[config.mk]
export PLATFORM = sky130hd
export DESIGN_NAME = ir_pulse_recorder_with_hash
export DESIGN_NICKNAME = d
export VERILOG_FILES = /design/src/hw/rtl/irpr_pkg.sv /design/src/hw/rtl/ir_pulse_recorder_with_hash.sv
export SDC_FILE = /design/constraint.sdc
export NUM_CORES = 1
export LEC_CHECK = 0
export ABC_AREA = 1
export BUFFER_PORTS_ARGS = -buffer_cell sky130_fd_sc_hd__buf_2
export CORE_MARGIN = 3
export CORE_UTILIZATION = 40
export DETAILED_ROUTE_END_ITERATION = 12
export GPL_TIMING_DRIVEN = 0
export PLACE_DENSITY_LB_ADDON = 0.15
export SYNTH_ARGS = -nofsm -noshare
export SYNTH_HDL_FRONTEND = slang
export SYNTH_SLANG_ARGS = --single-unit
[constraint.sdc]
create_clock -name clk -period 8.2 [get_ports clk]
set_input_delay 1.64 -clock clk [delete_from_list [all_inputs] [get_ports clk]]
set_output_delay 1.64 -clock clk [all_outputs]
set_load 0.005 [all_outputs]
[src/hw/rtl/irpr_pkg.sv]
// Types, constants and helper functions for the IR pulse recorder.
`default_nettype none

package irpr_pkg;

    typedef enum logic [4:0] {
        PH_IDLE  = 5'b00001,
        PH_MARK  = 5'b00010,
        PH_SPACE = 5'b00100,
        PH_STOP  = 5'b01000,
        PH_OVER  = 5'b10000
    } phase_t;

    localparam logic [2:0] CODE_IDLE  = 3'd0;
    localparam logic [2:0] CODE_MARK  = 3'd1;
    localparam logic [2:0] CODE_SPACE = 3'd2;
    localparam logic [2:0] CODE_STOP  = 3'd3;
    localparam logic [2:0] CODE_OVER  = 3'd4;

    localparam logic [1:0] CMP_SHORTER = 2'd0;
    localparam logic [1:0] CMP_SIMILAR = 2'd1;
    localparam logic [1:0] CMP_LONGER  = 2'd2;

    localparam logic [7:0] REG_GAP_TICKS   = 8'd0;
    localparam logic [7:0] REG_MAX_ENTRIES = 8'd1;

    localparam logic [15:0] GAP_TICKS_RESET   = 16'd100;
    localparam logic [7:0]  MAX_ENTRIES_RESET = 8'd101;

    localparam logic [31:0] HASH_PRIME       = 32'd16777619;
    localparam logic [31:0] HASH_BASIS       = 32'd2166136261;
    localparam logic [7:0]  HASH_MIN_ENTRIES = 8'd6;
    localparam logic [7:0]  HASH_START_INDEX = 8'd3;
    localparam logic [15:0] TICK_MAX         = 16'hFFFF;

    function automatic logic [2:0] phase_code_f(input phase_t ph);
        logic [2:0] code;
        case (ph)
            PH_IDLE:  code = CODE_IDLE;
            PH_MARK:  code = CODE_MARK;
            PH_SPACE: code = CODE_SPACE;
            PH_STOP:  code = CODE_STOP;
            PH_OVER:  code = CODE_OVER;
            default:  code = CODE_IDLE;
        endcase
        return code;
    endfunction

    // ratio test without floats: b < 0.8a, else a < 0.8b
    function automatic logic [1:0] cmp_durations(input logic [15:0] a, input logic [15:0] b);
        logic [18:0] a5;
        logic [18:0] b5;
        logic [18:0] a4;
        logic [18:0] b4;
        logic [1:0]  res;
        a5 = 19'(a) * 19'd5;
        b5 = 19'(b) * 19'd5;
        a4 = {1'b0, a, 2'b00};
        b4 = {1'b0, b, 2'b00};
        if (b5 < a4) begin
            res = CMP_SHORTER;
        end
        else if (a5 < b4) begin
            res = CMP_LONGER;
        end
        else begin
            res = CMP_SIMILAR;
        end
        return res;
    endfunction

    function automatic logic [31:0] hash_step(input logic [31:0] h, input logic [1:0] c);
        logic [31:0] prod;
        prod = h * HASH_PRIME;
        return prod ^ {30'd0, c};
    endfunction

endpackage

`default_nettype wire

[src/hw/rtl/ir_pulse_recorder_with_hash.sv]
// Top level of the IR pulse recorder with running pattern hash.
`default_nettype none

// One item per clock cycle, sustained while the output is not stalled. An
// accepted item sits in the input register; once the result register is free,
// the single state-update stage decides the phase, timing and hash and loads the
// result register, so a result passes both registers in turn. The hash multiply
// by the FNV prime is a constant multiply inside that stage. Configuration
// writes are always ready and take effect on the next item processed.
module ir_pulse_recorder_with_hash (
    input  wire logic        clk,
    input  wire logic        rst_n,
    input  wire logic        in_valid,
    output logic             in_stall,
    input  wire logic        op,
    input  wire logic        is_mark,
    output logic             out_valid,
    input  wire logic        out_stall,
    output logic [2:0]       phase_code,
    output logic             is_idle,
    output logic             recorded,
    output logic [15:0]      duration,
    output logic [7:0]       duration_index,
    output logic [7:0]       entry_count,
    output logic             overflowed,
    output logic [31:0]      pattern_hash,
    output logic             hash_valid,
    input  wire logic        cfg_valid,
    output logic             cfg_ready,
    input  wire logic [7:0]  cfg_index,
    input  wire logic [15:0] cfg_data
);
    import irpr_pkg::*;

    logic        s1_valid_reg;
    logic        s1_valid_next;
    logic        s1_op_reg;
    logic        s1_mark_reg;
    logic        out_valid_reg;
    logic        out_valid_next;
    logic        in_take;
    logic        advance;

    logic [15:0] gap_ticks_reg;
    logic [7:0]  max_entries_reg;

    phase_t      phase_reg;
    phase_t      phase_next;
    logic [15:0] tick_reg;
    logic [15:0] tick_next;
    logic [7:0]  count_reg;
    logic [7:0]  count_next;
    logic        ovf_reg;
    logic        ovf_next;
    logic [15:0] older_reg;
    logic [15:0] older_next;
    logic [15:0] prior_reg;
    logic [15:0] prior_next;
    logic [31:0] hash_reg;
    logic [31:0] hash_next;

    phase_t      ph_work;
    logic [7:0]  thr;
    logic        rec;
    logic        start;
    logic [15:0] dur;
    logic [7:0]  didx;
    logic [7:0]  cnt_base;
    logic [15:0] older_base;
    logic [15:0] prior_base;
    logic [31:0] hash_base;

    logic [2:0]  phase_code_reg;
    logic        is_idle_reg;
    logic        recorded_reg;
    logic [15:0] duration_reg;
    logic [7:0]  duration_index_reg;
    logic [7:0]  entry_count_reg;
    logic        overflowed_reg;
    logic [31:0] pattern_hash_reg;
    logic        hash_valid_reg;

    // handshake
    assign advance        = s1_valid_reg & (~out_valid_reg | ~out_stall);
    assign in_stall       = s1_valid_reg & out_valid_reg & out_stall;
    assign in_take        = in_valid & ~in_stall;
    assign s1_valid_next  = in_take | (s1_valid_reg & ~advance);
    assign out_valid_next = advance | (out_valid_reg & out_stall);
    assign cfg_ready      = 1'b1;

    always_comb
    begin
        phase_next = phase_reg;
        tick_next  = tick_reg;
        count_next = count_reg;
        ovf_next   = ovf_reg;
        older_next = older_reg;
        prior_next = prior_reg;
        hash_next  = hash_reg;
        ph_work    = phase_reg;
        thr        = (max_entries_reg == 8'd0) ? 8'd0 : max_entries_reg - 8'd1;
        rec        = 1'b0;
        start      = 1'b0;
        dur        = 16'd0;
        didx       = 8'd0;
        cnt_base   = count_reg;
        older_base = older_reg;
        prior_base = prior_reg;
        hash_base  = hash_reg;

        if (s1_op_reg)
        begin
            phase_next = PH_IDLE;
            count_next = 8'd0;
        end
        else
        begin
            tick_next  = (tick_reg != TICK_MAX) ? tick_reg + 16'd1 : tick_reg;
            ph_work    = (count_reg >= thr) ? PH_OVER : phase_reg;
            phase_next = ph_work;
            case (ph_work)
                PH_IDLE:
                begin
                    if (s1_mark_reg)
                    begin
                        if (tick_next < gap_ticks_reg)
                        begin
                            tick_next = 16'd0;
                        end
                        else
                        begin
                            start      = 1'b1;
                            rec        = 1'b1;
                            phase_next = PH_MARK;
                        end
                    end
                end
                PH_MARK:
                begin
                    if (!s1_mark_reg)
                    begin
                        rec        = 1'b1;
                        phase_next = PH_SPACE;
                    end
                end
                PH_SPACE:
                begin
                    if (s1_mark_reg)
                    begin
                        rec        = 1'b1;
                        phase_next = PH_MARK;
                    end
                    else if (tick_next > gap_ticks_reg)
                    begin
                        phase_next = PH_STOP;
                    end
                end
                PH_STOP:
                begin
                    if (s1_mark_reg)
                    begin
                        tick_next = 16'd0;
                    end
                end
                PH_OVER:
                begin
                    ovf_next   = 1'b1;
                    phase_next = PH_STOP;
                end
                default:
                begin
                    phase_next = PH_IDLE;
                end
            endcase

            // new frame clears history before slot 0
            if (start)
            begin
                cnt_base   = 8'd0;
                older_base = 16'd0;
                prior_base = 16'd0;
                hash_base  = HASH_BASIS;
                ovf_next   = 1'b0;
                hash_next  = HASH_BASIS;
                count_next = 8'd0;
                older_next = 16'd0;
                prior_next = 16'd0;
            end

            if (rec)
            begin
                dur        = tick_next;
                didx       = cnt_base;
                hash_next  = (cnt_base >= HASH_START_INDEX)
                             ? hash_step(hash_base, cmp_durations(older_base, dur))
                             : hash_base;
                older_next = prior_base;
                prior_next = dur;
                count_next = cnt_base + 8'd1;
                tick_next  = 16'd0;
            end
        end
    end

    always_ff @(posedge clk or negedge rst_n)
    begin
        if (!rst_n)
        begin
            s1_valid_reg    <= 1'b0;
            out_valid_reg   <= 1'b0;
            gap_ticks_reg   <= GAP_TICKS_RESET;
            max_entries_reg <= MAX_ENTRIES_RESET;
            phase_reg       <= PH_IDLE;
            tick_reg        <= 16'd0;
            count_reg       <= 8'd0;
            ovf_reg         <= 1'b0;
            older_reg       <= 16'd0;
            prior_reg       <= 16'd0;
            hash_reg        <= HASH_BASIS;
        end
        else
        begin
            s1_valid_reg  <= s1_valid_next;
            out_valid_reg <= out_valid_next;
            if (cfg_valid && cfg_ready)
            begin
                if (cfg_index == REG_GAP_TICKS)
                begin
                    gap_ticks_reg <= cfg_data;
                end
                else if (cfg_index == REG_MAX_ENTRIES)
                begin
                    max_entries_reg <= cfg_data[7:0];
                end
            end
            if (advance)
            begin
                phase_reg <= phase_next;
                tick_reg  <= tick_next;
                count_reg <= count_next;
                ovf_reg   <= ovf_next;
                older_reg <= older_next;
                prior_reg <= prior_next;
                hash_reg  <= hash_next;
            end
        end
    end

    always_ff @(posedge clk)
    begin
        if (in_take)
        begin
            s1_op_reg   <= op;
            s1_mark_reg <= is_mark;
        end
        if (advance)
        begin
            phase_code_reg     <= phase_code_f(phase_next);
            is_idle_reg        <= (phase_next == PH_IDLE) || (phase_next == PH_STOP);
            recorded_reg       <= rec;
            duration_reg       <= dur;
            duration_index_reg <= didx;
            entry_count_reg    <= count_next;
            overflowed_reg     <= ovf_next;
            pattern_hash_reg   <= hash_next;
            hash_valid_reg     <= (count_next >= HASH_MIN_ENTRIES);
        end
    end

    assign out_valid      = out_valid_reg;
    assign phase_code     = phase_code_reg;
    assign is_idle        = is_idle_reg;
    assign recorded       = recorded_reg;
    assign duration       = duration_reg;
    assign duration_index = duration_index_reg;
    assign entry_count    = entry_count_reg;
    assign overflowed     = overflowed_reg;
    assign pattern_hash   = pattern_hash_reg;
    assign hash_valid     = hash_valid_reg;

endmodule

`default_nettype wire

## Word-level counts from Yosys, hierarchy flattened

Cells that the tools add are included.

| word-level totals | value |
|---|---|
| logic and storage cells | 117 |
| output and inout bits | 74 |
| input port bits | 31 |
| flip-flop bits (word level) | 193 |

| operators by class | value |
|---|---|
| add/sub/neg operators | 3 |
| bitwise logic cells | 17 |
| reduce and logical (&&, ||, !) cells | 7 |
| $lt $le $gt $ge | 7 |
| $mul | 3 |
| mux-type cells | 46 |
| equality and inequality tests | 12 |

Operators with widths:

| kind | number |
|---|---|
| $mux W16 | 11 |
| $mux W32 | 5 |
| $mux W8 | 5 |
| $lt A19 B18 Y1 | 2 |
| $mul A16 B3 Y19 const B | 2 |
| $mux W5 | 7 |
| $mul A32 B25 Y32 const B | 1 |
| $pmux W16 S2 | 1 |
| $xor A32 B2 Y32 | 1 |
| $pmux W5 S5 | 1 |
| $add A16 B1 Y16 const B | 1 |
| $gt A16 B16 Y1 | 1 |
| $logic_not A8 Y1 | 2 |
| $lt A16 B16 Y1 | 1 |
| $ne A16 B16 Y1 const B | 1 |
| $pmux W3 S4 | 1 |
| $eq A5 B1 Y1 const B | 2 |
| $eq A5 B2 Y1 const B | 2 |
| $eq A5 B3 Y1 const B | 2 |
| $eq A5 B4 Y1 const B | 2 |
| $eq A5 B5 Y1 const B | 2 |
| $mux W1 | 10 |
| $add A8 B1 Y8 const B | 1 |
| $eq A8 B1 Y1 const B | 1 |
| other kinds (13) | 30 |

## Logic depth before layout (Yosys ltp)

| logic depth | value |
|---|---|
| depth after elaboration | 19 |
| mapped depth | 55 |
| mapped depth without buffers | 52 |

## Least setup slack after synthesis

No wires, ideal clock.

| timing path | value |
|---|---|
| path type | flip-flop to flip-flop |
| start point | register tick_reg[4] |
| end point | register pattern_hash_reg[29], in the netlist pattern_hash[29] (data pin) |
| setup time | 268 ps |
| data arrival time | 7594 ps |
| data required time | 7932 ps |
| cell stages (with the launch flop) | 45 |
| period minus slack after synthesis | 7862 ps |
| slack | 338 ps |
| buffers on the path | 3 |
| path through | dfrtp_1 > inv_1 > nor3_2 > nand3_1 > nor2_1 > nand2_1 > nor3_2 > nor3_1 > nand2_1 > xor2_1 > inv_1 > ha_1 > a21o_1 > nor2_1 > nand2_1 > nand2_1 > nand2_1 > nand2_1 > [... 9 more ...] > ha_1 > fa_1 > ha_1 > inv_1 > fa_1 > inv_1 > ha_1 > nand2_1 > nor4_1 > nand4_1 > nand3_1 > a21o_1 > a21oi_1 > o21ai_0 > xor2_1 > nand2_1 > o21ai_0 > o21ai_0 |

| on the way | value |
|---|---|
| word-level cells in the longest chain between the ends | 14 |
| elaborated cells on any way between the ends | 20 |
| classes of those cells | 1 x add/sub; 1 x mul; 2 x order compare; 1 x eq/ne; 14 x mux; 1 x bitwise |

Ends and longest elaborated chain:

| item | RTL line | source |
|---|---|---|
| start: declaration | ir_pulse_recorder_with_hash.sv:49 | `logic [15:0] tick_reg;` |
| start signal: assignment | ir_pulse_recorder_with_hash.sv:239 | `tick_reg <= tick_next;` |
| $add A16 B1 Y16 or $ne A16 B16 Y1 (tied branches) | ir_pulse_recorder_with_hash.sv:118 | `tick_next = (tick_reg != TICK_MAX) ? tick_reg + 16'd1 : tick_reg;` |
| $mux W16 (*) | ir_pulse_recorder_with_hash.sv:118 |  |
| $lt A16 B16 Y1 (*) | ir_pulse_recorder_with_hash.sv:126 | `if (tick_next < gap_ticks_reg)` |
| $mux W1 (*) | ir_pulse_recorder_with_hash.sv:126 |  |
| $mux W1 (*) | ir_pulse_recorder_with_hash.sv:124 | `if (s1_mark_reg)` |
| $mux W1 | ir_pulse_recorder_with_hash.sv:121 | `case (ph_work)` |
| $mux W1 | ir_pulse_recorder_with_hash.sv:111 | `if (s1_op_reg)` |
| $mux W32 | ir_pulse_recorder_with_hash.sv:177 | `if (start)` |
| $mux W32 | ir_pulse_recorder_with_hash.sv:111 |  |
| $mul A32 B25 Y32 | irpr_pkg.sv:74 | `prod = h * HASH_PRIME;` |
| $xor A32 B2 Y32 | irpr_pkg.sv:75 | `return prod ^ {30'd0, c};` |
| $mux W32 | ir_pulse_recorder_with_hash.sv:195 | `? hash_step(hash_base, cmp_durations(older_base, dur))` |
| $mux W32 (*) | ir_pulse_recorder_with_hash.sv:190 | `if (rec)` |
| $mux W32 (*) | ir_pulse_recorder_with_hash.sv:111 |  |
| net hash_next[29] | ir_pulse_recorder_with_hash.sv:60 | `logic [31:0] hash_next;` |
| end signal: assignment | ir_pulse_recorder_with_hash.sv:265 | `pattern_hash_reg <= hash_next;` |
| end: declaration | ir_pulse_recorder_with_hash.sv:80 | `logic [31:0] pattern_hash_reg;` |

Mark *: on every way through the listed nets, which the timed path passes. The rest lies on a longest branch. The select of a mux whose other input is x is not followed.
A chain may end at the register's enable or synchronous reset.

## Worst setup path in the final report

| timing path | value |
|---|---|
| start point | register tick_reg[8] |
| end point | register pattern_hash_reg[29], in the netlist pattern_hash[29] (data pin) |

Same word-level chain as after synthesis.

==> flow_summary.toml <==
[worst_setup_path]
r2r-start = "tick_reg[8]"
end_kind = "register"
crit_required_ns = 8.41
critPathKind = "register to register"
crit_start = "tick_reg[8]"
critPathCapture = "pattern_hash[29]"
cp_top_family = "adder cells"
worstSetupStartpointType = "register"
r2r_slack_ns = 0.12
path_depth = 44
reg2reg_depth = 44
path_buf_inv = 8
slowest_stage = "fa_1"
crit_fanout = 7
arrival_ns = 8.29
slowest_delay_ns = 0.54
r2r_end = "pattern_hash[29]"

[cells_and_area]
diodes = 0
fill_cells = 4263
seqCellArea_um2 = 5220
fin_area_um2 = 22000
drive_above_1_share_pct = 21.2
utilization_pct = 49.7
nets = 2828
finalNonFillerCells = 3053
area_growth_pct = 22.5
multi_input_area_um2 = 12100

[route]
drc_errors = 0
ant_nets = 0
routed_wl_um = 54500
viasPerCell = 5.14
dr.pass1.iters = 5
drt_iter0_drc = 1183
vias = 15700
avgRoutedWirePerCell_um = 17.8

[sta]
tightest_slew_ns = 0.906
period_share_pct = 98.5
hold_viol_final = 0
max_freq_mhz = 124
skew_ns = 0.0185
final.min_clock_period_ns = 8.08
relSlewSlack_pct = 39.6
holdWs_ns = 0.472
slew_viol_final = 0
finalSetupViolations = 0
rsz0062_at_grt = "true"

[clocking]
cts_tree = "yes"
clkTransAtPathRegs_ns = 0.07
clk_path_buf_depth = 2
cts_buffers = 17
clk_latency_ns = 0.50
cts_sinks = 193
root_buffer = "clkbuf_16"
htreeDepth = 4

[synth]
async_flop_share_pct = 62.2
ys_seq_area_share_pct = 29.0
synthCells = 2234
ys_types = 54
synth_area_per_cell_um2 = 8.05
synth-main-ff-cell = "dfrtp_1"
synth_seq_cells = 193
synth_fp_nets = 2614
synth_warnings = 0
synth_edf_count = 73
syn_area_um2 = 18000

[global_routing]
grt_pass1_vias = 15400
grt_overflow = 0
grt_pass1_wl_um = 84300
antenna_found_initial = 0
grt.total_usage_pct = 23.0
grt_max_degree = 91

[floorplanning]
dieArea_um2 = 47600
fp.dieH_um = 218
rows = 77
dieWidth_um = 218
initial_core_util_pct = 40.6
top_level_ports = 105
core-area_um2 = 44300

[placed_design]
dp_cells = 2931
port_buffers = 103
dp_hpwl_um = 42200
gp_congestion = 0.942
place_area_um2 = 19300

[outcome]
status = "complete, no violations"

[job]
max_cap_viol_count = 0

[hold_path]
hold_path.class = "register to register"
hold_path_depth = 2
-- cell type report --
cell class / count / share of cell area [%]
plain buffers: 57 / 1.58
clock buffers: 23 / 2.23
clock inverters: 9 / 0.324
inverters: 453 / 7.78
multi-input cells: 1531 / 55.1
flip-flops and latches: 193 / 23.7
well taps: 592 / 3.36
repair buffers: 195 / 5.96
-- placed cells by master (no fill, tap or decap), types with 22 or more instances in the layout --
cell | netlist | layout
inv_1 | 450 | 413
dfstp_2 | 22 | 22
nand2_1 | 353 | 334
buf_2 | 11 | 108
inv_2 | 3 | 35
fa_1 | 76 | 73
o21ai_0 | 164 | 145
clkbuf_1 | 36 | 38
ha_4 | 0 | 45
o211ai_1 | 31 | 31
nand3_1 | 60 | 54
buf_4 | 4 | 87
ha_1 | 273 | 212
nor2_4 | 3 | 28
edfxtp_1 | 73 | 73
dfrtp_1 | 98 | 97
xor2_1 | 46 | 39
o21ai_1 | 26 | 36
a21oi_1 | 136 | 114
nor2_1 | 203 | 165
-- what timing repair did --
item / in CTS / in global routing
setup buffers: 43 / 45
gates resized for setup: 168 / 164
pin swaps: 57 / 115
setup endpoints to repair: 47 / 39
hold buffers: 0 / 0
gates cloned: 1 / 1
-- worst register-to-register path: cells and delay by family, from the launching register on --
family | cells | cell delay (ns)
simple gates | 20 | 2.61
compound gates | 6 | 0.84
buf+inv | 8 | 0.85
fa+ha+maj | 8 | 2.70
flops | 1 | 0.39
xor+xnor | 2 | 0.40
-- cells in the mapped netlist (4+ instances only) --
| library cell | instances | area share (%) |
|---|---|---|
| edfxtp_1 | 73 | 12 |
| a21o_1 | 10 | 0.42 |
| clkbuf_1 | 36 | 0.75 |
| o21ai_0 | 164 | 4.6 |
| nand3_1 | 60 | 1.7 |
| o31ai_1 | 5 | 0.21 |
| o21ai_1 | 26 | 0.72 |
| dfrtp_1 | 98 | 14 |
| nor2_2 | 6 | 0.21 |
| nand2_1 | 353 | 7.4 |
| buf_4 | 4 | 0.17 |
| o211ai_1 | 31 | 1.3 |
| nor3_2 | 4 | 0.22 |
| o21bai_1 | 15 | 0.63 |
| ha_1 | 273 | 19 |
| nor2_1 | 203 | 4.2 |
| nor4_1 | 5 | 0.17 |
| xnor2_1 | 24 | 1.2 |
| nand4_1 | 15 | 0.52 |
| xor2_1 | 46 | 2.2 |
| o22ai_1 | 6 | 0.21 |
| inv_1 | 450 | 9.4 |
| fa_1 | 76 | 8.5 |
| buf_2 | 11 | 0.31 |
| o211ai_2 | 4 | 0.28 |
| a211oi_1 | 5 | 0.21 |
| nor3_1 | 25 | 0.70 |
| dfstp_2 | 22 | 3.2 |
| a21oi_1 | 136 | 3.8 |
-- per-layer routing --
layer	track usage (%)	up-vias	routed length, µm
met5	0	-	0
met3	3.23	102	2250
met1	29.6	7498	24100
li1	-	7669	-
met4	9.61	0	1970
met2	38.7	411	26200
-- cell families (layout without fill, tap and decap cells) --
logic type,Yosys count,in the layout,share of synthesized area (%)
AND/OR/NAND/NOR,689,689,15.9
buffers and inverters,510,737,10.9
AO/OA/AOI/OAI,421,421,13.3
adder cells (fa/ha/maj),349,349,27.4
flip-flops,193,193,29.0
XOR/XNOR,70,70,3.41
other,2,2,0.0417
-- worst min-delay path by stage --
stage                             start            end  slack [ns]
after detailed placement   s1_valid_reg      out_valid        0.45
after CTS                  s1_valid_reg      out_valid        0.47
after global routing      prior_reg[10]  prior_reg[10]        0.49
final                      s1_valid_reg      out_valid        0.47
after floorplan            s1_valid_reg      out_valid        0.43
after global placement     s1_valid_reg      out_valid        0.44
-- through the flow --
step,setup TNS (ns),setup WS (ns)
floorplan,0,0.338
detailed placement,-53.82,-2.11
finish,0,0.121
CTS,0,0.00129
global placement,-52.82,-2.07
global route,-1.44,-0.210
Power is not shown: default switching activity piles up to over one toggle a cycle in this logic, so the estimate is an artifact.
